--- config.mk ---
export PLATFORM = sky130hd
export DESIGN_NAME = handheld_bus_access_decoder
export DESIGN_NICKNAME = d
export VERILOG_FILES = /design/src/rtl/core/hbad_pkg.sv /design/src/rtl/core/hbad_resolve.sv /design/src/rtl/core/handheld_bus_access_decoder.sv
export SDC_FILE = /design/constraint.sdc
export NUM_CORES = 1
export LEC_CHECK = 0
export ABC_AREA = 0
export BUFFER_PORTS_ARGS = -buffer_cell sky130_fd_sc_hd__buf_2
export CAP_MARGIN = 20
export CORE_MARGIN = 2
export CORE_UTILIZATION = 55
export DETAILED_ROUTE_END_ITERATION = 7
export GPL_TIMING_DRIVEN = 0
export PLACE_DENSITY_LB_ADDON = 0.25
export SLEW_MARGIN = 20
export SYNTH_ARGS = -nofsm -noshare
export SYNTH_HDL_FRONTEND = slang
export SYNTH_SLANG_ARGS = --single-unit
--- constraint.sdc ---
create_clock -name clk -period 3.5 [get_ports clk]
set_input_delay 0.7 -clock clk [delete_from_list [all_inputs] [get_ports clk]]
set_output_delay 0.7 -clock clk [all_outputs]
set_load 0.05 [all_outputs]
--- src/rtl/core/hbad_pkg.sv ---
package hbad_pkg;

  localparam int unsigned WorkRamBytesDef = 262144;
  localparam int unsigned IoSpaceBytesDef = 1024;

  typedef enum logic [3:0] {
    TGT_NONE = 4'd0,
    TGT_WRAM = 4'd1,
    TGT_IRAM = 4'd2,
    TGT_IO   = 4'd3,
    TGT_PAL  = 4'd4,
    TGT_VRAM = 4'd5,
    TGT_OAM  = 4'd6,
    TGT_BIOS = 4'd7,
    TGT_CART = 4'd8
  } target_t;

  typedef enum logic [3:0] {
    ACT_DROP     = 4'd0,
    ACT_READ     = 4'd1,
    ACT_WRITE    = 4'd2,
    ACT_IO_WRITE = 4'd3,
    ACT_IO_MERGE = 4'd4,
    ACT_SOUND    = 4'd5,
    ACT_HALT     = 4'd6,
    ACT_STOP     = 4'd7,
    ACT_EXT      = 4'd8
  } action_t;

  localparam logic [1:0] SZ_BYTE = 2'd0;
  localparam logic [1:0] SZ_HALF = 2'd1;
  localparam logic [1:0] SZ_WORD = 2'd2;

  localparam logic OP_READ  = 1'b0;
  localparam logic OP_WRITE = 1'b1;

  localparam logic [2:0]  LastTextMode   = 3'd2;
  localparam logic [9:0]  IoHaltAddr     = 10'h301;
  localparam logic [7:0]  StopByte       = 8'h80;
  localparam logic [16:0] VramBlankMask  = 17'h1C000;
  localparam logic [16:0] VramBlankBase  = 17'h18000;
  localparam logic [16:0] VramMirrorMask = 17'h18000;
  localparam logic [16:0] VramMirrorKeep = 17'h17FFF;
  localparam logic [16:0] ObjLimitText   = 17'h10000;
  localparam logic [16:0] ObjLimitBitmap = 17'h14000;

  // predecoded access, stage 1
  typedef struct packed {
    logic        wr;
    logic [1:0]  sz;
    target_t     tgt;
    logic [17:0] al;
    logic [9:0]  a_io;
    logic [3:0]  be;
    logic [31:0] dm;
    logic [1:0]  rot;
    logic [16:0] v;
    logic        blank;
    logic        obj_ok;
    logic        io_out;
    logic        io_rd;
    logic        io_rd_hi;
    logic        io_sound;
  } s1_t;

  // resolved result, stage 2
  typedef struct packed {
    target_t     target;
    action_t     action;
    logic [17:0] offset;
    logic [3:0]  ben;
    logic [31:0] store;
    logic [1:0]  rot;
    logic        rzero;
    logic        uhz;
  } res_t;

  function automatic logic io_readable(input logic [9:0] i);
    logic r;
    case (i) inside
      [10'h010:10'h047], [10'h04C:10'h04F], [10'h054:10'h05F], [10'h08C:10'h08F],
      [10'h0A0:10'h0B7], [10'h0BC:10'h0C3], [10'h0C8:10'h0CF], [10'h0D4:10'h0DB],
      [10'h0E0:10'h0FF], [10'h110:10'h11F], [10'h12C:10'h12F], [10'h138:10'h13F],
      [10'h144:10'h14F], [10'h15C:10'h1FF], [10'h20C:10'h2FF], [10'h304:10'h3FF]:
        r = 1'b0;
      default: r = 1'b1;
    endcase
    return r;
  endfunction

  function automatic logic is_sound_reg(input logic [9:0] i);
    logic r;
    case (i) inside
      [10'h060:10'h065], [10'h070:10'h075], [10'h090:10'h09F],
      10'h068, 10'h069, 10'h06C, 10'h06D, 10'h078, 10'h079, 10'h07C, 10'h07D,
      10'h080, 10'h081, 10'h084, 10'h085:
        r = 1'b1;
      default: r = 1'b0;
    endcase
    return r;
  endfunction

endpackage

--- src/rtl/core/hbad_resolve.sv ---
module hbad_resolve #(
  parameter int unsigned WORK_RAM_BYTES = hbad_pkg::WorkRamBytesDef
) (
  input  hbad_pkg::s1_t  s1,
  output hbad_pkg::res_t res
);
  import hbad_pkg::*;

  localparam logic [17:0] WramMask = 18'(WORK_RAM_BYTES - 1);

  always_comb begin
    res = '0;
    res.target = s1.tgt;
    if (s1.wr == OP_READ) begin
      unique case (s1.tgt)
        TGT_BIOS: begin
          res.action = ACT_EXT;
          res.offset = s1.al & 18'h03FFF;
        end
        TGT_WRAM: begin
          res.action = ACT_READ;
          res.offset = s1.al & WramMask;
        end
        TGT_IRAM: begin
          res.action = ACT_READ;
          res.offset = s1.al & 18'h07FFF;
        end
        TGT_IO: begin
          if (s1.io_out || !s1.io_rd) begin
            res.rzero = 1'b1;
          end else begin
            res.action = ACT_READ;
            res.offset = {8'd0, s1.al[9:0]};
            res.uhz    = (s1.sz == SZ_WORD) && !s1.io_rd_hi;
          end
        end
        TGT_PAL, TGT_OAM: begin
          res.action = ACT_READ;
          res.offset = {8'd0, s1.al[9:0]};
        end
        TGT_VRAM: begin
          if (s1.blank) begin
            res.rzero = 1'b1;
          end else begin
            res.action = ACT_READ;
            res.offset = {1'b0, s1.v};
          end
        end
        TGT_CART: begin
          res.action = ACT_EXT;
          res.offset = s1.al;
        end
        default: res.rzero = 1'b1;
      endcase
      if (res.action != ACT_DROP) begin
        res.ben = s1.be;
        res.rot = s1.rot;
      end
    end else begin
      res.ben   = s1.be;
      res.store = s1.dm;
      unique case (s1.tgt)
        TGT_WRAM: begin
          res.action = ACT_WRITE;
          res.offset = s1.al & WramMask;
        end
        TGT_IRAM: begin
          res.action = ACT_WRITE;
          res.offset = s1.al & 18'h07FFF;
        end
        TGT_IO: begin
          if (!s1.io_out) begin
            if (s1.sz != SZ_BYTE) begin
              res.action = ACT_IO_WRITE;
              res.offset = {8'd0, s1.al[9:0]};
            end else if (s1.io_sound) begin
              res.action = ACT_SOUND;
              res.offset = {8'd0, s1.a_io};
            end else if (s1.a_io == IoHaltAddr) begin
              res.action = (s1.dm[7:0] == StopByte) ? ACT_STOP : ACT_HALT;
              res.offset = {8'd0, s1.a_io};
            end else begin
              res.action = ACT_IO_MERGE;
              res.offset = {8'd0, s1.a_io[9:1], 1'b0};
            end
          end
        end
        TGT_PAL: begin
          res.action = ACT_WRITE;
          if (s1.sz == SZ_BYTE) begin
            // byte store lands as a replicated halfword
            res.offset = {8'd0, s1.a_io[9:1], 1'b0};
            res.store  = {16'd0, s1.dm[7:0], s1.dm[7:0]};
            res.ben    = s1.a_io[1] ? 4'b1100 : 4'b0011;
          end else begin
            res.offset = {8'd0, s1.al[9:0]};
          end
        end
        TGT_VRAM: begin
          if (s1.sz == SZ_BYTE) begin
            if (!s1.blank && s1.obj_ok) begin
              res.action = ACT_WRITE;
              res.offset = {1'b0, s1.v[16:1], 1'b0};
              res.store  = {16'd0, s1.dm[7:0], s1.dm[7:0]};
              res.ben    = s1.a_io[1] ? 4'b1100 : 4'b0011;
            end
          end else if (!s1.blank) begin
            res.action = ACT_WRITE;
            res.offset = {1'b0, s1.v};
          end
        end
        TGT_OAM: begin
          if (s1.sz != SZ_BYTE) begin
            res.action = ACT_WRITE;
            res.offset = {8'd0, s1.al[9:0]};
          end
        end
        TGT_CART: begin
          res.action = ACT_EXT;
          res.offset = s1.al;
        end
        default: res.action = ACT_DROP;
      endcase
      if (res.action == ACT_DROP) begin
        res.offset = '0;
        res.ben    = '0;
        res.store  = '0;
      end
    end
  end

endmodule

--- src/rtl/core/handheld_bus_access_decoder.sv ---
// Bus access decoder for a handheld console memory map.
// Input channel: in_valid/in_stall with op, access_size, bus_address and
// write_data; one beat is one CPU access. Output channel: out_valid/out_stall
// with target, action, offset, byte_enable, store_value, rotate_bytes,
// read_zero and upper_half_zero; exactly one result beat per input beat, in
// order.
// An access passes from input beat to result beat through a predecode stage
// (region, alignment, vram mirroring, io readability lookups), a resolve stage
// and the output register. Throughput is one access per cycle while the output is not stalled.
// A stall on the output holds the result register; stages behind it keep
// filling until each one holds a beat, so in_stall rises only once the
// pipeline is full. Nothing is dropped or repeated.
// The video_mode register is written through cfg_write_en/cfg_write_data and
// should only change while no access is in flight.
// Synchronous reset empties the pipeline and sets video_mode to zero.
module handheld_bus_access_decoder #(
  parameter int unsigned WORK_RAM_BYTES = hbad_pkg::WorkRamBytesDef,
  parameter int unsigned IO_SPACE_BYTES = hbad_pkg::IoSpaceBytesDef
) (
  input  logic        clk,
  input  logic        rst,
  input  logic        cfg_write_en,
  input  logic [2:0]  cfg_write_data,
  input  logic        in_valid,
  output logic        in_stall,
  input  logic        op,
  input  logic [1:0]  access_size,
  input  logic [31:0] bus_address,
  input  logic [31:0] write_data,
  output logic        out_valid,
  input  logic        out_stall,
  output logic [3:0]  target,
  output logic [3:0]  action,
  output logic [17:0] offset,
  output logic [3:0]  byte_enable,
  output logic [31:0] store_value,
  output logic [1:0]  rotate_bytes,
  output logic        read_zero,
  output logic        upper_half_zero
);
  import hbad_pkg::*;

  logic [2:0] video_mode;

  s1_t  s1_next;
  s1_t  s1;
  logic v1;
  res_t res_next;
  res_t s2;
  logic v2;
  logic rdy1, rdy2, rdy3;

  logic [1:0]  sz;
  logic [16:0] v0;
  logic        bitmap;

  assign rdy3     = !out_valid || !out_stall;
  assign rdy2     = !v2 || rdy3;
  assign rdy1     = !v1 || rdy2;
  assign in_stall = !rdy1;

  always_ff @(posedge clk) begin
    if (rst) begin
      video_mode <= '0;
    end else if (cfg_write_en) begin
      video_mode <= cfg_write_data;
    end
  end

  // predecode
  assign sz     = (access_size == 2'd3) ? SZ_WORD : access_size;
  assign bitmap = video_mode > LastTextMode;
  // aligned low address bits, same as the stage 1 aligned address
  assign v0     = {bus_address[16:2], (sz != SZ_WORD) && bus_address[1],
                   (sz == SZ_BYTE) && bus_address[0]};

  always_comb begin
    s1_next      = '0;
    s1_next.wr   = op;
    s1_next.sz   = sz;
    s1_next.a_io = bus_address[9:0];
    case (sz)
      SZ_WORD: begin
        s1_next.al  = {bus_address[17:2], 2'b00};
        s1_next.be  = 4'hF;
        s1_next.dm  = write_data;
        s1_next.rot = bus_address[1:0];
      end
      SZ_HALF: begin
        s1_next.al  = {bus_address[17:1], 1'b0};
        s1_next.be  = bus_address[1] ? 4'b1100 : 4'b0011;
        s1_next.dm  = {16'd0, write_data[15:0]};
        s1_next.rot = {1'b0, bus_address[0]};
      end
      default: begin
        s1_next.al  = bus_address[17:0];
        s1_next.be  = 4'b0001 << bus_address[1:0];
        s1_next.dm  = {24'd0, write_data[7:0]};
        s1_next.rot = 2'd0;
      end
    endcase
    unique case (bus_address[31:24]) inside
      8'h00:          s1_next.tgt = TGT_BIOS;
      8'h02:          s1_next.tgt = TGT_WRAM;
      8'h03:          s1_next.tgt = TGT_IRAM;
      8'h04:          s1_next.tgt = TGT_IO;
      8'h05:          s1_next.tgt = TGT_PAL;
      8'h06:          s1_next.tgt = TGT_VRAM;
      8'h07:          s1_next.tgt = TGT_OAM;
      [8'h08:8'h0E]:  s1_next.tgt = TGT_CART;
      default:        s1_next.tgt = TGT_NONE;
    endcase
    s1_next.blank = bitmap && ((v0 & VramBlankMask) == VramBlankBase);
    // upper 32k of vram mirrors the 96k..128k window down
    s1_next.v = ((v0 & VramMirrorMask) == VramMirrorMask) ? (v0 & VramMirrorKeep) : v0;
    s1_next.obj_ok   = {s1_next.v[16:1], 1'b0} < (bitmap ? ObjLimitBitmap : ObjLimitText);
    s1_next.io_out   = bus_address[23:0] >= 24'(IO_SPACE_BYTES);
    s1_next.io_rd    = io_readable(s1_next.al[9:0]);
    s1_next.io_rd_hi = io_readable(s1_next.al[9:0] + 10'd2);
    s1_next.io_sound = is_sound_reg(bus_address[9:0]);
  end

  always_ff @(posedge clk) begin
    if (rst) begin
      v1 <= 1'b0;
    end else if (rdy1) begin
      v1 <= in_valid;
    end
  end

  always_ff @(posedge clk) begin
    if (rdy1) begin
      s1 <= s1_next;
    end
  end

  hbad_resolve #(
    .WORK_RAM_BYTES(WORK_RAM_BYTES)
  ) u_resolve (
    .s1  (s1),
    .res (res_next)
  );

  always_ff @(posedge clk) begin
    if (rst) begin
      v2 <= 1'b0;
    end else if (rdy2) begin
      v2 <= v1;
    end
  end

  always_ff @(posedge clk) begin
    if (rdy2) begin
      s2 <= res_next;
    end
  end

  // output register
  always_ff @(posedge clk) begin
    if (rst) begin
      out_valid <= 1'b0;
    end else if (rdy3) begin
      out_valid <= v2;
    end
  end

  always_ff @(posedge clk) begin
    if (rdy3) begin
      target          <= s2.target;
      action          <= s2.action;
      offset          <= s2.offset;
      byte_enable     <= s2.ben;
      store_value     <= s2.store;
      rotate_bytes    <= s2.rot;
      read_zero       <= s2.rzero;
      upper_half_zero <= s2.uhz;
    end
  end

`ifndef SYNTH
  a_rzero_drops: assert property (@(posedge clk) disable iff (rst)
    out_valid && read_zero |-> action == ACT_DROP)
    else $error("zero read carries an action");

  a_drop_clean: assert property (@(posedge clk) disable iff (rst)
    out_valid && action == ACT_DROP |->
      offset == '0 && byte_enable == '0 && rotate_bytes == '0)
    else $error("dropped access has live fields");

  a_uhz_io_read: assert property (@(posedge clk) disable iff (rst)
    out_valid && upper_half_zero |-> action == ACT_READ && target == TGT_IO)
    else $error("upper half clear outside io read");

  a_read_no_store: assert property (@(posedge clk) disable iff (rst)
    out_valid && action == ACT_READ |-> store_value == '0)
    else $error("read carries store data");

  a_full_stall: assert property (@(posedge clk) disable iff (rst)
    in_stall |-> v1 && v2 && out_valid && out_stall)
    else $error("input stalled with room in pipeline");
`endif

endmodule

# Word level (Yosys, flattened, before mapping)
# Cells that the tools add are included.
# word_totals
register_bits	234
inputBits	75
out_inout_bits	68
elab_cells	256
# classes
addsub	1
n_lt_le_gt_ge	75
eq_ne	35
shift	1
mux	37
n_bitwise	3
reduce_logical	69
# ops
op	n
$pmux 22 s7	1
$ge 10x8->1 const B	13
$le 10x8->1 const B	13
$mux 22	5
$pmux 18 s6	1
$ge 10x9->1 const B	10
$le 10x9->1 const B	10
$eq 10x7->1 const B	8
$le 10x7->1 const B	8
$pmux 38 s2	1
$mux 36	2
$pmux 36 s2	1
$ge 10x7->1 const B	6
$mux 20	3
$mux 56	1
$mux 54	1
$logic_and 1x1->1	41
$eq 10x8->1 const B	4
$ge 10x10->1 const B	4
$le 10x10->1 const B	4
$mux 19	2
$eq 8x3->1 const B	4
$pmux 4 s8	1
$reduce_or 16->1	2
41 further kinds	75

# Logic depth before layout (Yosys ltp)
# Gate-level depths: netlist of the first run.
# depth
ltp_word	11
mapped_depth	11
mapped_depth_nobuf	8

# Hierarchy
# From an unflattened synthesis of the first run, not the netlist that was laid out.
# hier_totals
hier_cells	683
area_unflattened_um2	9295.2
# by_module_without_submodules
module	instances	cells_per_inst	area_each_um2	seq_area_each_um2
handheld_bus_access_decoder	1	447	7756.2	6306.0
hbad_resolve	1	236	1539.0	0.0

# Worst setup path before layout of the first run
# Ideal clock, no wire load.
# synth_path
path_kind	in2out
start	input out_stall
end	output in_stall
arrival_ns	3.213
required_ns	2.800
slack_ns	-0.413
cell_stages	3
path_buffers	0
path_cell_list	and3_1 > nand2_1 > inv_1
# synth_via
elab_chain_len	5
# synth_lines
element	line	rtl
start, declared	handheld_bus_access_decoder.sv:31	input logic out_stall,
$logic_not 1->1	handheld_bus_access_decoder.sv:57	assign rdy3 = !out_valid || !out_stall;
$logic_or 1x1->1	handheld_bus_access_decoder.sv:57	
$logic_or 1x1->1	handheld_bus_access_decoder.sv:58	assign rdy2 = !v2 || rdy3;
$logic_or 1x1->1	handheld_bus_access_decoder.sv:59	assign rdy1 = !v1 || rdy2;
$logic_not 1->1	handheld_bus_access_decoder.sv:60	assign in_stall = !rdy1;
end, declared	handheld_bus_access_decoder.sv:25	output logic in_stall,
# No other way between the ends.

==> results.ini, run 1 <==
[outcome]
status=finished, final reports clean

[clock_network]
cts_made_buffers=21
cts.path.max_buffers=3
cts_setup_buffers=0
cts_tree=yes
h-tree-depth=1
cts_hold_buf=0
cts.repair.resized=0
cts_root_buf=clkbuf_16
cts.sinks=212
clk_pin_slew_worst_paths_ps=60
clock_latency_ps=480

[pwr]
power.density_nw_per_um2=513
power_mw=5.36
vdd_drop_max_mv=0.452
power_leakage_nw=4.34

[floorplanning]
rows=46
die_h_um=130
start_util_pct=55.6
ios=143
die_x_um=130
die-area_um2=16900
core_um2=15700

[layout]
drive_above_1_share_pct=27.0
syn2layout_area_growth_pct=19.5
fill_cells=1158
layout_common_cells=edfxtp_1 (206), buf_2 (150), nor2_1 (51), and2_1 (45), nor2b_1 (25)
design_area_um2=10400
final_nets=841
final_common_cell=edfxtp_1
fin_cells=996

[synthesis]
synth_top_area_share_pct=70.9
ys_types=72
syn_area_um2=8730
ys_seq_area_share_pct=72.2
synthCells=596
synth-seq-cells=212
synth_top_area_cell=edfxtp_1
ys_top_cells_by_area=edfxtp_1 (71%), and2_1 (3.2%), nor2_1 (2.2%), nor2b_1 (1.8%), dfxtp_1 (1.4%)
synth-edff-count=206
ys.flop_type=edfxtp_1
syn_avg_cell_area_um2=14.6
yosys_warnings=0
syn-num-nets=673
async_flop_share_pct=0

[sta]
period_needed_ps=2820
fin_skew_ps=13.2
slew_viol_final=0
fin_tns_setup_ps=0
setup-violations-final=0
fmax_mhz=354
rsz0062_at_grt=false
finalCritPeriodShare_pct=80.6
final_hold_viol_count=0
setup_slack_ps=678
max_slew.worst_pin.slew_ps=1110
slew_headroom_pct=26.1

[placed_design]
port_buffers=142
dpl_cell_area_um2=9800
gp_congestion=0.909
hpwl_um=11900
place_inst=957
pre_cts_slack_ps=233

[global_route]
grtUsageMet2_pct=34.3
antenna_found_initial=2
grt_pass1_vias=5152
grtUsageTotal_pct=20.0
grt_pass1_wl_um=26400
overflow=0
use_met3_pct=3.73
grtUsageMet1_pct=26.0
grt_busiest_layer=met2
grt_max_degree=60

[route]
viasPerCell=5.42
wl_per_cell_um=17.1
vias=5402
drt_wl_total_um=17000
drt_pass1_iterations=5
drtIter0Drc=377
postRouteAntennaNets=0
drcViolationCount=0

[setup_path]
worst_ep_arrival_time_ps=3040
crit_type=input port to flop
worst_setup_path_start_kind=input port
rrSetupSlack_ps=770
cp-end-kind=flop
critPathMaxFanout=10
cp.required_ps=3720

[flow_run]
max_cap_viol_count=0

[worst_hold_path]
min_path_type=input port to flop

[registers in the layout, summed over array words and instances, names as in the netlist, 2 cells and up]
register,cells
store_value,32
offset,18
target,4
action,4
s1,74
video_mode,3
byte_enable,4
rotate_bytes,2
s2,66
[final cells by class]
class	instances	area, um^2	share of cell area (%)
antenna	1	2.50	0.0240
buffer	32	185	1.78
clock buffer	26	544	5.22
clock inverter	12	88.8	0.852
inverter	10	40.0	0.384
multi-input combinational	342	2220	21.2
sequential	212	6310	60.5
tap	216	270	2.59
timing repair buffer	145	778	7.46
[cells in the mapped netlist (5+ instances only)]
cell type  count
nor3_1        13
xor2_1         5
nor2_1        51
edfxtp_1     206
clkbuf_1      15
nand2_1       19
a21oi_1       22
nand2b_1       9
o22ai_1        5
nand4_1        5
nor2b_1       25
buf_6          5
dfxtp_1        6
xnor2_1       11
buf_2          8
o21ai_0       20
nor4_1         9
and2_1        45
inv_1          9
nand3_1        7
mux2i_1       11
[kinds of logic (layout without fill, tap and decap cells)]
| kind of cell | count (synthesis) | after routing | share of synthesized area [%] |
|---|---|---|---|
| other cells | 0 | 1 | 0 |
| fa+ha+maj | 3 | 3 | 0.401 |
| flops | 212 | 212 | 72.2 |
| simple gates | 212 | 212 | 13.7 |
| xor+xnor | 17 | 17 | 1.79 |
| compound gates | 99 | 99 | 8.07 |
| buf+inv | 42 | 225 | 2.55 |
| mux | 11 | 11 | 1.26 |
[final timing paths]
kind	startpoint	end	cells after the start
max	bus_address[1]	s1[1]$_DFFE_PN_	12
min	write_data[0]	s1[25]$_DFFE_PN_	1
max reg2reg	s1[91]$_DFFE_PN_	s2[38]$_DFFE_PP_	6
min reg2reg	s2[40]$_DFFE_PP_	offset[0]$_DFFE_PP_	0
[metal layers]
metal  up-vias  wire (um)
li1       2579          -
met1      2579       6910
met4         2        348
met3        31       1080
met2       211       8680
met5         -         13
[through the flow]
stage	hold WS [ps]	utilization, %
after floorplan	400	-
after global placement	401	61.8
after detailed placement	405	62.3
after CTS	369	66.4
after global routing	365	66.4
final	387	66.4
[power breakdown]
group	total, mW	switching, mW	internal [mW]
Clock	2.05	0.868	1.18
Sequential	2.90	0.0372	2.87
Combinational	0.400	0.268	0.132
[worst max-delay path, stage by stage]
cell,delay [ps]
buf_2,110
clkbuf_8,160
and2b_1,180
ha_1,190
buf_6,140
and4_4,190
buf_6,120
or3_1,320
a2111oi_2,410
o221ai_1,210
a41oi_2,230
a211oi_2,70
(Power assumes the default switching activity.)
==> run 2, diff against run 1 <==
Settings changed: CORE_UTILIZATION 55 to 51.
Clock period 3.5 ns to 2.3 ns, I/O delays scaled along.
==> results.ini, run 2 (synthesis results as in run 1) <==
[placed_design]
place_inst=960  ; +0.31%
gp_congestion=0.874  ; -3.9%
hpwl_um=12100  ; +1.5%
port_buffers=142  ; unchanged

[setup_path]
cp.required_ps=2560  ; -1160 ps
critPathMaxFanout=7  ; -3
rrSetupSlack_ps=50  ; -720 ps
cp-end-kind=flop
path_buf_inv=1  ; -3
crit_chain=nor3_4 > nor2_1 > o21bai_1 > a21oi_4 > nor3_4 > buf_4 > nor2b_1
reg2reg_to=s2[47]$_DFFE_PP_
worst_setup_path_start_kind=flop
cp_common_cell=nor3_4
crit_type=flop to flop
critical_path.top_delay_family=simple AND/OR/NAND/NOR gates
cpPeakStageDelay_ps=530  ; +120 ps
worst_ep_arrival_time_ps=2510  ; -530 ps
rr_worst_depth=7  ; +1
r2r-start=s1[91]$_DFFE_PN_
critPathSlowestCell=edfxtp_1

[sta]
rsz0062_at_grt=true
slew_headroom_pct=51.6  ; +26 points
max_slew.worst_pin.slew_ps=725  ; -381 ps
slew_viol_final=0  ; unchanged
fmax_mhz=445
setup-violations-final=0  ; unchanged
final_hold_viol_count=0  ; unchanged
hold_ws_ps=127  ; -261 ps
fin_tns_setup_ps=0  ; unchanged
finalCritPeriodShare_pct=97.8
period_needed_ps=2250
fin_skew_ps=20.3  ; +7.08 ps

[floorplanning]
rows=47  ; +2.2%
core_um2=16600  ; +5.9%
die-area_um2=18200  ; +7.6%
ios=143  ; unchanged
die_h_um=135  ; +3.7%
die_x_um=135  ; +3.7%
start_util_pct=52.5  ; -3.1 points

[layout]
largest_reg_flops=74  ; unchanged
reg_top3=s1 (74), s2 (66), store_value (32)
final_common_cell=edfxtp_1
antenna_cells=0  ; -1
fin_cells=1006  ; +1.0%
top_register=s1
syn2layout_area_growth_pct=24.5
multi_input_area_um2=2440  ; +10%
fill_cells=1231  ; +6.3%
drive_above_1_share_pct=31.6  ; +4.6 points
final_nets=848  ; +0.83%
regArea_um2=6310  ; about the same
layout_common_cells=edfxtp_1 (206), buf_2 (143), nor2_1 (48), and2_1 (45), nor2b_1 (25)

[pwr]
power.density_nw_per_um2=821  ; +60%
vdd_drop_max_mv=0.716  ; +58%
power_leakage_nw=4.48  ; +3.1%

[route]
drt_wl_total_um=18200  ; +7.0%
viasPerCell=5.46  ; +0.73%
postRouteAntennaNets=0  ; unchanged
drtIter0Drc=473  ; +25%
drcViolationCount=0  ; unchanged
wl_per_cell_um=18.1  ; +5.9%
drt_pass1_iterations=7  ; +2
vias=5496  ; +1.7%

[global_route]
overflow=0  ; unchanged
antenna_found_initial=0  ; -2
grtUsageTotal_pct=19.9  ; -0.071 points
grt_busiest_layer=met2
grtUsageMet2_pct=34.8  ; +0.55 points
use_met3_pct=2.93  ; -0.80 points
grtUsageMet1_pct=25.7  ; -0.25 points
grt_pass1_vias=5431  ; +5.4%
grt_max_degree=38  ; -37%
grt_pass1_wl_um=28100  ; +6.5%

[clock_network]
cts_root_buf=clkbuf_16
h-tree-depth=1  ; unchanged
cts_tree=yes
cts.path.max_buffers=3  ; unchanged
cts_made_buffers=22  ; +4.8%
clock_latency_ps=510  ; +30 ps
cts.sinks=212  ; unchanged
clk_pin_slew_worst_paths_ps=60  ; about the same

[worst_hold_path]
min_from=write_data[4]
worstHoldEndpoint=s1[29]$_DFFE_PN_
min_path_type=input port to flop
holdPathStages=1  ; unchanged

[outcome]
status=finished, final reports clean

[flow_run]
max_cap_viol_count=0  ; unchanged

## run 2: cell count changes in the layout (fill, tap and decap cells not counted), sizes merged
cell      previous run  this run
bufinv               1         6
clkinv              10         6
clkinvlp             0         5
inv                 11         9
diode                1         0
nand2               19        21
clkbuf              42        43
## run 2: how the worst max path moves through the flow
stage               slack (ps)  cells past startpoint             start               end
floorplan                 -290                     11    bus_address[1]   s1[1]$_DFFE_PN_
global placement          -610                     12    bus_address[1]   s1[1]$_DFFE_PN_
detailed placement        -650                     12    bus_address[1]   s1[1]$_DFFE_PN_
CTS                          2                      5  s1[90]$_DFFE_PN_  s2[37]$_DFFE_PP_
global route               -30                      7  s1[91]$_DFFE_PN_  s2[44]$_DFFE_PP_
finish                      50                      7  s1[91]$_DFFE_PN_  s2[47]$_DFFE_PP_
## run 2: cell type report
cell class                      instances  area share [%]
Sequential cell                       212            58.0
Multi-Input combinational cell        344            22.5
Timing Repair Buffer                  151            7.46
Clock buffer                           23            5.10
Tap cell                              220            2.53
Clock inverter                         16            2.36
Buffer                                 30            1.66
Inverter                               10           0.380
## run 2: metrics by stage
stage | area [um^2] | worst slack (ps) | total power [mW] | utilization [%]
4_1_cts | 10700 | 2.25 | 8.99 | 64.2
3_3_place_gp | 9740 | -612 | 5.09 | 58.6
5_1_grt | 10900 | -30.3 | 9.20 | 65.3
3_5_place_dp | 9790 | -649 | 5.11 | 58.8
6_report | 10900 | 50.9 | 8.93 | 65.3
2_1_floorplan | 8760 | -292 | 4.90 | -
## run 2: what timing repair did
action	in CTS	in global routing
pin swaps	6	8
setup endpoints to repair	50	51
resized for setup	18	32
hold buffers	0	0
gates cloned	2	0
buffers inserted	1	6
hold endpoints to repair	0	0
## run 2: where the power goes
group	total [mW]	switching, mW	internal, mW
Clock	3.87	1.42	2.44
Sequential	4.43	0.0665	4.36
Combinational	0.633	0.422	0.211
## run 2: per-layer routing
layer,part of all wire (%),vias to the layer above
li1,-,2598
met1,41,2648
met2,51,215
met3,5.8,35
met4,2.1,0
met5,0,-
==> run 3, diff against run 2 <==
Settings changed: CORE_MARGIN 2 to unset.
==> results.ini, run 3 (synthesis results as in run 1) <==
[sta]
rsz0062_at_grt=true
slew_headroom_pct=49.0  ; -2.6 points
period_needed_ps=2240  ; -8.87 ps
slew_viol_final=0  ; unchanged
hold_ws_ps=142  ; +15.6 ps
max_slew.worst_pin.slew_ps=763  ; +38.5 ps
setup-violations-final=0  ; unchanged
fin_tns_setup_ps=0  ; unchanged
final_hold_viol_count=0  ; unchanged
fin_skew_ps=8.63  ; -11.7 ps
fmax_mhz=446  ; +0.40%
finalCritPeriodShare_pct=97.4  ; -0.39 points

[clock_network]
cts.path.max_buffers=3  ; unchanged
cts_hold_buf=0  ; unchanged
cts_made_buffers=21  ; -4.5%
clk_pin_slew_worst_paths_ps=60  ; about the same
h-tree-depth=1  ; unchanged
cts_root_buf=clkbuf_16
cts_tree=yes
clock_latency_ps=490  ; -20 ps
cts.sinks=212  ; unchanged

[floorplanning]
rows=47  ; unchanged
start_util_pct=52.5  ; unchanged
die_h_um=133  ; -1.5%
die-area_um2=17600  ; -2.9%
core_um2=16600  ; unchanged
die_x_um=133  ; -1.5%
ios=143  ; unchanged

[worst_hold_path]
min_path_type=input port to flop
min_from=write_data[3]

[outcome]
violations=DRC
status=finished with violations

[placed_design]
port_buffers=142  ; unchanged
dpl_cell_area_um2=9790  ; unchanged
gp_congestion=0.865  ; -0.97%
hpwl_um=12000  ; -0.81%

[global_route]
overflow=0  ; unchanged
antenna_found_initial=0  ; unchanged
grt_pass1_wl_um=27700  ; -1.4%
grt_max_degree=39  ; +2.6%
grtUsageTotal_pct=20.2  ; +0.34 points
grt_pass1_vias=5321  ; -2.0%

[route]
wl_per_cell_um=17.6  ; -2.8%
vias=5453  ; -0.78%
drt_pass1_iterations=8  ; +1
drtIter0Drc=364  ; -23%
postRouteAntennaNets=0  ; unchanged
drcViolationCount=1  ; +1
viasPerCell=5.42  ; -0.78%
drt_wl_total_um=17700  ; -2.8%

[layout]
reg_top3=s1 (74), s2 (66), store_value (32)
final_common_cell=edfxtp_1
antenna_cells=0  ; unchanged
top_register=s1
syn2layout_area_growth_pct=22.2
layout_common_cells=edfxtp_1 (206), buf_2 (143), nor2_1 (48), and2_1 (45), nor2b_1 (25)
final_nets=848  ; unchanged
design_area_um2=10700  ; -1.9%
drive_above_1_share_pct=29.6  ; -1.9 points
largest_reg_flops=74  ; unchanged
fill_cells=1258  ; +2.2%

[setup_path]
critical_path.top_delay_family=compound AO/OA/AOI/OAI gates
cpPeakStageDelay_ps=560  ; +30 ps
crit_type=flop to flop
critPathSlowestCell=edfxtp_1
cp.required_ps=2540  ; -20 ps
cp-end-kind=flop
worst_setup_path_start_kind=flop
crit_start=s1[90]$_DFFE_PN_
path_buf_inv=2  ; +1
worst_ep_arrival_time_ps=2480  ; -30 ps
crit_chain=buf_2 > a21oi_1 > o21ai_0 > a21oi_4 > nor3_4 > buf_12 > nor2b_1
critPathMaxFanout=10  ; +3
r2r-start=s1[90]$_DFFE_PN_

[pwr]
power_leakage_nw=4.39  ; -1.9%
power.density_nw_per_um2=767  ; -6.6%
vdd_drop_max_mv=0.605  ; -15%

[flow_run]
max_cap_viol_count=0  ; unchanged

==> run 3: changes by cell type in the layout (fill, tap and decap cells not counted), sizes merged <==
cell / previous run / this run
bufinv: 6 / 1
clkinvlp: 5 / 2
clkbuf: 43 / 46
clkinv: 6 / 7
buf: 161 / 165
==> run 3: final timing paths <==
| check | endpoint | slack [ps] | cells past startpoint |
|---|---|---|---|
| worst max-delay path | s2[43]$_DFFE_PP_ | 60 | 7 |
| worst min-delay path | s1[28]$_DFFE_PN_ | 140 | 1 |
| worst max register to register | s2[43]$_DFFE_PP_ | 60 | 7 |
| worst min register to register | store_value[17]$_DFFE_PP_ | 420 | 0 |
==> run 3: per-layer routing <==
metal  GRT usage (%)  wire length, um  up-vias
met1            25.9             7330     2631
li1                -                -     2596
met4            7.15              448        0
met3            2.30              884       39
met5               0                0        -
met2            35.6             9040      187
==> run 3: area by class of cell <==
cell class / count / area [um^2] / share of cell area [%]
Sequential cell: 212 / 6310 / 59.1
Multi-Input combinational cell: 344 / 2390 / 22.5
Timing Repair Buffer: 151 / 828 / 7.77
Clock buffer: 29 / 556 / 5.21
Tap cell: 220 / 275 / 2.58
Buffer: 31 / 193 / 1.81
Clock inverter: 9 / 70.1 / 0.657
Inverter: 10 / 41.3 / 0.387
==> run 3: metrics by stage <==
stage	utilization (%)	power, mW	instances	worst slack (ps)
4_1_cts	63.2	8.25	999	0.813
3_3_place_gp	58.6	5.09	958	-620
3_5_place_dp	58.8	5.11	960	-639
5_1_grt	64.1	8.45	1006	-103
2_1_floorplan	-	4.90	596	-292
6_report	64.1	8.19	1006	59.7
==> run 3: timing repair <==
| action | CTS | global route |
|---|---|---|
| endpoints found under the setup margin | 37 | 42 |
| gates cloned | 1 | 1 |
| hold endpoints to repair | 0 | 0 |
| buffers inserted | 1 | 6 |
| resized for setup | 21 | 23 |
| pin swaps | 5 | 8 |
==> run 3: report_power, final <==
group	switching, mW	leakage [nW]	total [mW]	internal (mW)
clock	1.33	0.299	3.13	1.80
combinational	0.416	1.62	0.628	0.212
sequential	0.0630	2.47	4.42	4.36
total	1.81	4.39	8.19	6.38
